$ cat src/bfs_pkg.sv
// Shared constants, state type and control/status structs of the BFS core.
package bfs_pkg;

    // Graph size and derived widths.
    localparam int MAX_VERTICES = 32;
    localparam int VTX_W        = $clog2(MAX_VERTICES);
    localparam int CNT_W        = $clog2(MAX_VERTICES + 1);
    localparam int CFG_W        = 6;
    localparam int MODE_W       = 2;
    localparam logic [CFG_W-1:0] VCOUNT_RESET = CFG_W'(32);

    // Operation codes carried in the mode field.
    localparam logic [MODE_W-1:0] MODE_CLEAR = 2'd0;
    localparam logic [MODE_W-1:0] MODE_ADD   = 2'd1;
    localparam logic [MODE_W-1:0] MODE_RUN   = 2'd2;

    // Controller states.
    typedef enum logic [2:0] {
        ST_IDLE,
        ST_START,
        ST_DEQ,
        ST_FETCH,
        ST_SCAN,
        ST_OUT_RD,
        ST_OUT_SHOW
    } bfs_state_t;

    // Commands from the controller to the datapath.
    typedef struct packed {
        logic clear_adj;
        logic add_edge;
        logic load_src;
        logic start_search;
        logic deq;
        logic fetch;
        logic discover;
        logic out_init;
        logic out_read;
        logic out_next;
    } bfs_cmd_t;

    // Status from the datapath to the controller.
    typedef struct packed {
        logic src_ok;
        logic queue_empty;
        logic cand_empty;
        logic out_last;
    } bfs_sts_t;

endpackage

$ cat src/bfs_ctrl.sv
// Controller state machine of the BFS core.
module bfs_ctrl (
    input  logic                         aclk,
    input  logic                         aresetn,
    input  logic                         s_valid,
    input  logic [bfs_pkg::MODE_W-1:0]   s_mode,
    output logic                         s_ready,
    output logic                         m_valid,
    input  logic                         m_ready,
    input  bfs_pkg::bfs_sts_t            sts,
    output bfs_pkg::bfs_cmd_t            cmd
);

    bfs_pkg::bfs_state_t state_reg;
    bfs_pkg::bfs_state_t state_next;
    logic                in_xfer;

    assign in_xfer = s_valid && s_ready;

    // State register.
    always_ff @(posedge aclk) begin
        if (!aresetn) begin
            state_reg <= bfs_pkg::ST_IDLE;
        end else begin
            state_reg <= state_next;
        end
    end

    // Next-state logic.
    always_comb begin
        state_next = state_reg;
        case (state_reg)
            bfs_pkg::ST_IDLE: begin
                if (in_xfer && (s_mode == bfs_pkg::MODE_RUN)) begin
                    state_next = bfs_pkg::ST_START;
                end
            end
            bfs_pkg::ST_START: begin
                state_next = sts.src_ok ? bfs_pkg::ST_DEQ : bfs_pkg::ST_OUT_RD;
            end
            bfs_pkg::ST_DEQ: begin
                state_next = sts.queue_empty ? bfs_pkg::ST_OUT_RD : bfs_pkg::ST_FETCH;
            end
            bfs_pkg::ST_FETCH: begin
                state_next = bfs_pkg::ST_SCAN;
            end
            bfs_pkg::ST_SCAN: begin
                if (sts.cand_empty) begin
                    state_next = bfs_pkg::ST_DEQ;
                end
            end
            bfs_pkg::ST_OUT_RD: begin
                state_next = bfs_pkg::ST_OUT_SHOW;
            end
            bfs_pkg::ST_OUT_SHOW: begin
                if (m_ready) begin
                    state_next = sts.out_last ? bfs_pkg::ST_IDLE : bfs_pkg::ST_OUT_RD;
                end
            end
            default: begin
                state_next = bfs_pkg::ST_IDLE;
            end
        endcase
    end

    // Output and command decode.
    always_comb begin
        cmd     = '0;
        s_ready = 1'b0;
        m_valid = 1'b0;
        case (state_reg)
            bfs_pkg::ST_IDLE: begin
                s_ready       = 1'b1;
                cmd.clear_adj = in_xfer && (s_mode == bfs_pkg::MODE_CLEAR);
                cmd.add_edge  = in_xfer && (s_mode == bfs_pkg::MODE_ADD);
                cmd.load_src  = in_xfer && (s_mode == bfs_pkg::MODE_RUN);
            end
            bfs_pkg::ST_START: begin
                cmd.start_search = 1'b1;
                cmd.out_init     = 1'b1;
            end
            bfs_pkg::ST_DEQ: begin
                cmd.deq = !sts.queue_empty;
            end
            bfs_pkg::ST_FETCH: begin
                cmd.fetch = 1'b1;
            end
            bfs_pkg::ST_SCAN: begin
                cmd.discover = !sts.cand_empty;
            end
            bfs_pkg::ST_OUT_RD: begin
                cmd.out_read = 1'b1;
            end
            bfs_pkg::ST_OUT_SHOW: begin
                m_valid      = 1'b1;
                cmd.out_next = m_ready && !sts.out_last;
            end
            default: begin
                cmd = '0;
            end
        endcase
    end

endmodule

$ cat src/bfs_dpath.sv
// Datapath of the BFS core: graph, visited mask, queue and result stores.
module bfs_dpath (
    input  logic                         aclk,
    input  logic                         aresetn,
    input  logic                         cfg_wr_en,
    input  logic [bfs_pkg::CFG_W-1:0]    cfg_wr_data,
    input  logic [bfs_pkg::VTX_W-1:0]    s_edge_from,
    input  logic [bfs_pkg::VTX_W-1:0]    s_edge_to,
    input  logic [bfs_pkg::VTX_W-1:0]    s_source_vertex,
    input  bfs_pkg::bfs_cmd_t            cmd,
    output bfs_pkg::bfs_sts_t            sts,
    output logic [bfs_pkg::VTX_W-1:0]    m_vertex,
    output logic                         m_reachable,
    output logic [bfs_pkg::VTX_W-1:0]    m_hop_distance,
    output logic [bfs_pkg::VTX_W-1:0]    m_predecessor,
    output logic                         m_last
);

    localparam int NV = bfs_pkg::MAX_VERTICES;
    localparam int VW = bfs_pkg::VTX_W;
    localparam int CW = bfs_pkg::CNT_W;

    logic [bfs_pkg::CFG_W-1:0] vcount_reg;
    logic [CW-1:0]             n_eff;
    logic [NV-1:0]             in_range;

    logic [NV-1:0]             adj_reg [NV];
    logic [NV-1:0]             vis_reg;
    logic [NV-1:0]             cand_reg;
    logic [VW-1:0]             src_reg;
    logic [VW-1:0]             v_reg;
    logic [CW-1:0]             head_reg;
    logic [CW-1:0]             tail_reg;
    logic [VW-1:0]             out_idx_reg;

    logic [VW-1:0]             queue_mem  [NV];
    logic [VW-1:0]             hop_mem    [NV];
    logic [VW-1:0]             parent_mem [NV];
    logic [VW-1:0]             q_rd_reg;
    logic [VW-1:0]             hop_rd_reg;
    logic [VW-1:0]             parent_rd_reg;

    logic [NV-1:0]             pick_oh;
    logic [VW-1:0]             pick_idx;
    logic                      edge_ok;
    logic                      q_wr_en;
    logic [VW-1:0]             q_wr_addr;
    logic [VW-1:0]             q_wr_data;
    logic                      hp_wr_en;
    logic [VW-1:0]             hp_wr_addr;
    logic [VW-1:0]             hop_wr_data;
    logic [VW-1:0]             parent_wr_data;
    logic                      hop_rd_en;
    logic [VW-1:0]             hop_rd_addr;

    // Vertex count register, written by the configuration port.
    always_ff @(posedge aclk) begin
        if (!aresetn) begin
            vcount_reg <= bfs_pkg::VCOUNT_RESET;
        end else if (cfg_wr_en) begin
            vcount_reg <= cfg_wr_data;
        end
    end

    // Effective vertex count: zero counts as one, large values saturate.
    always_comb begin
        if (vcount_reg == '0) begin
            n_eff = CW'(1);
        end else if (CW'(vcount_reg) > CW'(NV)) begin
            n_eff = CW'(NV);
        end else begin
            n_eff = CW'(vcount_reg);
        end
    end

    // Mask of the vertex indices that are in use.
    always_comb begin
        for (int w = 0; w < NV; w++) begin
            in_range[w] = (CW'(w) < n_eff);
        end
    end

    assign edge_ok = (CW'(s_edge_from) < n_eff) && (CW'(s_edge_to) < n_eff);

    // Adjacency matrix, one row per tail vertex.
    always_ff @(posedge aclk) begin
        if (!aresetn || cmd.clear_adj) begin
            for (int r = 0; r < NV; r++) begin
                adj_reg[r] <= '0;
            end
        end else if (cmd.add_edge && edge_ok) begin
            adj_reg[s_edge_from][s_edge_to] <= 1'b1;
        end
    end

    // Lowest pending neighbor of the vertex being expanded.
    assign pick_oh = cand_reg & (~cand_reg + NV'(1));

    always_comb begin
        pick_idx = '0;
        for (int w = 0; w < NV; w++) begin
            if (pick_oh[w]) begin
                pick_idx = pick_idx | VW'(w);
            end
        end
    end

    // Search control registers: visited mask, candidates, queue pointers, result index.
    always_ff @(posedge aclk) begin
        if (!aresetn) begin
            vis_reg     <= '0;
            cand_reg    <= '0;
            head_reg    <= '0;
            tail_reg    <= '0;
            out_idx_reg <= '0;
        end else begin
            if (cmd.start_search) begin
                head_reg <= '0;
                if (sts.src_ok) begin
                    vis_reg  <= NV'(1) << src_reg;
                    tail_reg <= CW'(1);
                end else begin
                    vis_reg  <= '0;
                    tail_reg <= '0;
                end
            end
            if (cmd.deq) begin
                head_reg <= head_reg + CW'(1);
            end
            if (cmd.fetch) begin
                cand_reg <= adj_reg[q_rd_reg] & ~vis_reg & in_range;
            end
            if (cmd.discover) begin
                vis_reg  <= vis_reg | pick_oh;
                cand_reg <= cand_reg & ~pick_oh;
                tail_reg <= tail_reg + CW'(1);
            end
            if (cmd.out_init) begin
                out_idx_reg <= '0;
            end
            if (cmd.out_next) begin
                out_idx_reg <= out_idx_reg + VW'(1);
            end
        end
    end

    // Payload registers of the search.
    always_ff @(posedge aclk) begin
        if (cmd.load_src) begin
            src_reg <= s_source_vertex;
        end
        if (cmd.fetch) begin
            v_reg <= q_rd_reg;
        end
    end

    // Vertex queue: the source goes to the first slot, later vertices to the tail.
    assign q_wr_en   = (cmd.start_search && sts.src_ok) || cmd.discover;
    assign q_wr_addr = cmd.start_search ? '0 : tail_reg[VW-1:0];
    assign q_wr_data = cmd.discover ? pick_idx : src_reg;

    always_ff @(posedge aclk) begin
        if (q_wr_en) begin
            queue_mem[q_wr_addr] <= q_wr_data;
        end
        if (cmd.deq) begin
            q_rd_reg <= queue_mem[head_reg[VW-1:0]];
        end
    end

    // Hop and parent stores share one write address.
    assign hp_wr_en       = (cmd.start_search && sts.src_ok) || cmd.discover;
    assign hp_wr_addr     = cmd.discover ? pick_idx : src_reg;
    assign hop_wr_data    = cmd.discover ? (hop_rd_reg + VW'(1)) : '0;
    assign parent_wr_data = cmd.discover ? v_reg : src_reg;
    assign hop_rd_en      = cmd.fetch || cmd.out_read;
    assign hop_rd_addr    = cmd.fetch ? q_rd_reg : out_idx_reg;

    always_ff @(posedge aclk) begin
        if (hp_wr_en) begin
            hop_mem[hp_wr_addr]    <= hop_wr_data;
            parent_mem[hp_wr_addr] <= parent_wr_data;
        end
        if (hop_rd_en) begin
            hop_rd_reg <= hop_mem[hop_rd_addr];
        end
        if (cmd.out_read) begin
            parent_rd_reg <= parent_mem[out_idx_reg];
        end
    end

    // Status back to the controller.
    assign sts.src_ok      = (CW'(src_reg) < n_eff);
    assign sts.queue_empty = (head_reg == tail_reg);
    assign sts.cand_empty  = (cand_reg == '0);
    assign sts.out_last    = ((CW'(out_idx_reg) + CW'(1)) == n_eff);

    // Result fields; unreached vertices report zero distance and predecessor.
    assign m_vertex       = out_idx_reg;
    assign m_reachable    = vis_reg[out_idx_reg];
    assign m_hop_distance = m_reachable ? hop_rd_reg : '0;
    assign m_predecessor  = m_reachable ? parent_rd_reg : '0;
    assign m_last         = sts.out_last;

endmodule

$ cat src/bfs_unweighted_shortest_path_core.sv
// Top level of the breadth-first search shortest-path core.
//
// Input channel (s_valid/s_ready) takes one command per transfer: clear the
// graph, add a directed edge, or run a search from s_source_vertex. Clear and
// add edge give no result. A run gives one result transfer per vertex in use, in
// index order, with m_last on the final one. The user sets the vertex count
// via cfg_wr_en/cfg_wr_data only while idle; the core does not enforce this.
//
// Run steps: seeding the search, then for each reached vertex a queue read,
// a row fetch and scan steps, each discovering one new neighbor, until the
// scan finds no neighbor left, then a check that finds the queue empty, then
// for each result a store read, after which the result is shown until the
// receiver takes it. A source out of range skips the queue steps. The queue
// and store read ports and the single discovery per cycle set this order.
// Only one command is in work at a time; s_ready is low during a run.
//
// Reset clears the graph and sets the vertex count to 32. While the
// receiver holds m_ready low, the current result stays on m_* unchanged.
module bfs_unweighted_shortest_path_core (
    input  logic                         aclk,
    input  logic                         aresetn,
    input  logic                         cfg_wr_en,
    input  logic [bfs_pkg::CFG_W-1:0]    cfg_wr_data,
    input  logic                         s_valid,
    output logic                         s_ready,
    input  logic [bfs_pkg::MODE_W-1:0]   s_mode,
    input  logic [bfs_pkg::VTX_W-1:0]    s_edge_from,
    input  logic [bfs_pkg::VTX_W-1:0]    s_edge_to,
    input  logic [bfs_pkg::VTX_W-1:0]    s_source_vertex,
    output logic                         m_valid,
    input  logic                         m_ready,
    output logic [bfs_pkg::VTX_W-1:0]    m_vertex,
    output logic                         m_reachable,
    output logic [bfs_pkg::VTX_W-1:0]    m_hop_distance,
    output logic [bfs_pkg::VTX_W-1:0]    m_predecessor,
    output logic                         m_last
);

    bfs_pkg::bfs_cmd_t cmd;
    bfs_pkg::bfs_sts_t sts;

    // Controller.
    bfs_ctrl u_ctrl (
        .aclk    (aclk),
        .aresetn (aresetn),
        .s_valid (s_valid),
        .s_mode  (s_mode),
        .s_ready (s_ready),
        .m_valid (m_valid),
        .m_ready (m_ready),
        .sts     (sts),
        .cmd     (cmd)
    );

    // Datapath.
    bfs_dpath u_dpath (
        .aclk            (aclk),
        .aresetn         (aresetn),
        .cfg_wr_en       (cfg_wr_en),
        .cfg_wr_data     (cfg_wr_data),
        .s_edge_from     (s_edge_from),
        .s_edge_to       (s_edge_to),
        .s_source_vertex (s_source_vertex),
        .cmd             (cmd),
        .sts             (sts),
        .m_vertex        (m_vertex),
        .m_reachable     (m_reachable),
        .m_hop_distance  (m_hop_distance),
        .m_predecessor   (m_predecessor),
        .m_last          (m_last)
    );

endmodule

$ cat config.mk
export PLATFORM = sky130hd
export DESIGN_NAME = bfs_unweighted_shortest_path_core
export DESIGN_NICKNAME = d
export VERILOG_FILES = /design/src/bfs_pkg.sv /design/src/bfs_ctrl.sv /design/src/bfs_dpath.sv /design/src/bfs_unweighted_shortest_path_core.sv
export SDC_FILE = /design/constraint.sdc
export NUM_CORES = 2
export LEC_CHECK = 0
export BUFFER_PORTS_ARGS = -buffer_cell sky130_fd_sc_hd__buf_2
export CAP_MARGIN = 20
export CORE_MARGIN = 2
export CORE_UTILIZATION = 50
export CTS_CLUSTER_SIZE = 40
export DETAILED_ROUTE_END_ITERATION = 7
export GPL_TIMING_DRIVEN = 1
export PLACE_DENSITY_LB_ADDON = 0.25
export REMOVE_ABC_BUFFERS = 1
export SYNTH_ARGS = -nofsm -noshare
export SYNTH_HDL_FRONTEND = slang
export SYNTH_HIERARCHICAL = 1
export SYNTH_SLANG_ARGS = --single-unit
$ cat constraint.sdc
create_clock -name aclk -period 5.4 [get_ports aclk]
set_input_delay 0.27 -clock aclk [delete_from_list [all_inputs] [get_ports aclk]]
set_output_delay 0.27 -clock aclk [all_outputs]
set_load 0.005 [all_outputs]
==> reports/results.tsv <==
metric	value	unit
status	completed	
synth_commonest_cells	1390 x nand2_1, 1114 x dfxtp_1, 1063 x o21ai_0	
antenna_found_initial	9	
clk_latency	820	ps
p_total	24.8	mW
p_per_area	339	nW/um^2
rows	132	
slew_violations	0	
cp_max_fo	32	
cp.required	5830	ps
stdcell_count	7527	
cp_slowest_stage_delay	920	ps
routed_wl	177	mm
synthCells	5714	
rrSetupSlack	870	ps
end_kind	flip-flop	
criticalPathCategory	flip-flop to flip-flop	
synth_edf_count	505	
grt_util_all_layers	26.6	%
yosysSeqAreaShare	57.4	%
combPwrFrac	2.2	%
dp_hpwl	113	mm
critPathCapture	u_dpath/hop_mem[3][2]	
overflow	0	
clock-root-buffer	clkbuf_16	
timing.final.ws_setup	868	ps
dp_cells	7199	
pre_cts_ws	915	ps
r2r-end	u_dpath/hop_mem[3][2]	
clock_sinks	1619	
nNetsFinal	5690	
cts_made_buffers	165	
ff2ff_path_depth	11	
grt_max_degree	257	
rsz0062_at_grt	false	
crit_path_top_delay_cell	nor2_1	
p_int	19.4	mW
synthDistinctLibCells	86	
synth_area_leaders	dfxtp_1 34%, edfxtp_1 23%, mux4_2 16%	
ys_async_sr_fraction	0	%
setup_viol	0	
final_util	56.5	%
max-slew-margin-rel	23.9	%
portBuffers	46	
r2r-start	u_dpath/cand_reg[17]	
yosysMostFrequentCell	nand2_1	
hold_path_class	primary input to flip-flop	
initial_core_util	50.4	%
grt_pass1_vias	43402	
fin_crit_sh	83.9	%
cts_htree_levels	4	
die_w	365	um
largest_reg_flops	1024	
viasPerCell	5.97	
ys_ff_latch	1619	
route.detailed.drc	0	
grt_pass1_wl	270	mm
netlist.area_leader.share	34.2	%
drt_pass1_iterations	6	
clockBufferDepth	3	
tightest_slew	1140	ps
post-route-min-period	4530	ps
tns	0	ps
post_dp_cell_area	67300	um^2
die_h	365	um
io_pins	47	
power.leakage	24.0	nW
synth_top_flop_cell	dfxtp_1	
post_cts_buffers	0	
cp_cell_sequence	or4_4 -> nor4_4 -> and3_1 -> and2_1 -> nor3b_2 -> buf_4 -> o41ai_1 -> a31oi_1 -> nand2_1 -> nand3_1 -> nor2_1	
via_count	44934	
fmaxAchievable	221	MHz
core	129000	um^2
hold_viol_final	0	
maxCapViolCount	0	
globalplace.congestion	0.976	
swShare	21.5	%
clockPowerShare	47.1	%
fin_area	73100	um^2
clk_pin_slew	60	ps
hold_ws	74.4	ps
pwr-share-seq	50.6	%
crit_start	u_dpath/cand_reg[17]	
critPathArrivalTime	4960	ps
area_growth	12.1	%
drt_iter0_drc	4990	
syn_area_per_cell	11.4	um^2
yosysWarnings	6	
die_area	133000	um^2
p_switching	5.32	mW
wl_per_cell	23.6	um
fin_worst_skew	42.2	ps
start_kind	flip-flop	
synthesis.area	65200	um^2
cts_tree	yes	
peakVddDrop	0.000334	V
layout-drive-gt1-share	17.2	%
postRouteAntennaNets	0	
yosysTopAreaCell	dfxtp_1	
## layer usage
| metal | up-vias | wire length (um) | global-route usage, % |
|---|---|---|---|
| met5 | - | 114 | 0 |
| met4 | 16 | 5980 | 9.46 |
| met3 | 361 | 13500 | 5.17 |
| met2 | 1622 | 83300 | 42.4 |
| met1 | 22331 | 74500 | 36.5 |
| li1 | 20604 | - | - |
## cell usage in the layout, fill, tap and decap left out, drive strengths merged, types with 6 or more instances in the layout
cell type    synthesis  routed
clkbuf             351     230
and3                10      10
or4                  8       8
nand4                7       7
a311oi               7       7
o211a               17      17
o211ai              23      23
nor3                22      22
nand3               55      55
or3                 10      10
inv                 28      33
nor4                10      10
and2                 6       6
mux2                15      15
o22ai               15      15
a21o                 9       9
mux4               470     470
nand2             1390    1390
mux2i               47      47
xnor2               11      11
dlygate4sd3          0      19
buf                 89     186
nor3b               19      19
a211oi              13      13
nor2               169     169
a31oi               17      17
a21oi               40      40
bufinv               0      15
nor2b               22      22
a41oi                6       6
xor2                 7       7
edfxtp             505     505
ha                  16      16
o31ai               12      12
nand3b              15      15
o41ai               19      19
o21ai             1072    1072
dfxtp             1114    1114
clkinv               1      49
## worst max-delay path: cells and delay by family, from the launching register on
| family | cells | cell delay, ps |
|---|---|---|
| DFF | 1 | 400 |
| buffers and inverters | 1 | 280 |
| and+or+nand+nor | 8 | 3220 |
| AOI/OAI and AO/OA | 2 | 250 |
## worst min-delay path by stage
stage / from / to / slack, ps / depth (start not counted)
after CTS: s_valid / u_dpath/src_reg[4] / 10 / 3
final: s_valid / u_dpath/src_reg[4] / 70 / 3
after floorplan: aresetn / u_dpath/vcount_reg[5] / 360 / 1
after global routing: aresetn / u_dpath/vis_reg[5] / 80 / 3
after detailed placement: u_dpath/adj_reg[18][15] / u_dpath/adj_reg[18][15] / 440 / 2
after global placement: u_dpath/adj_reg[9][6] / u_dpath/adj_reg[9][6] / 430 / 2
## power by group through the flow
stage          Sequential, mW  Clock (mW)  Combinational [mW]
3_3_place_gp             12.8           0               0.524
5_1_grt                  12.5        12.3               0.590
2_1_floorplan            12.8           0               0.276
4_1_cts                  12.5        11.8               0.544
6_report                 12.5        11.7               0.557
3_5_place_dp             12.8           0               0.529
## logic make-up (layout without fill, tap and decap cells)
kind of cell    count (synthesis)  in the layout  share of synthesized area [%]
simple gates                 1772           1772                           11.2
flops                        1619           1619                           57.4
compound gates               1288           1288                           10.8
mux                           532            532                           17.2
buf+inv                       469            537                           2.85
xor+xnor                       18             18                          0.242
fa+ha+maj                      16             16                          0.307
other cells                     0              3                              0
## cell type report
cell class                      count  area, um^2
Multi-Input combinational cell   3626       26000
Inverter                           29         109
Clock inverter                     73         901
Tap cell                         1742        2180
Antenna cell                        3        7.51
Timing Repair Buffer              205        1750
Sequential cell                  1619       37500
Fill cell                       10801       56300
Clock buffer                      230        4690
## repair_timing
item,CTS,global route
resized for setup,0,0
hold buffers,19,0
hold endpoints to repair,13,0
endpoints found under the setup margin,0,0
No activity file was read; power rests on OpenSTA's default activity.
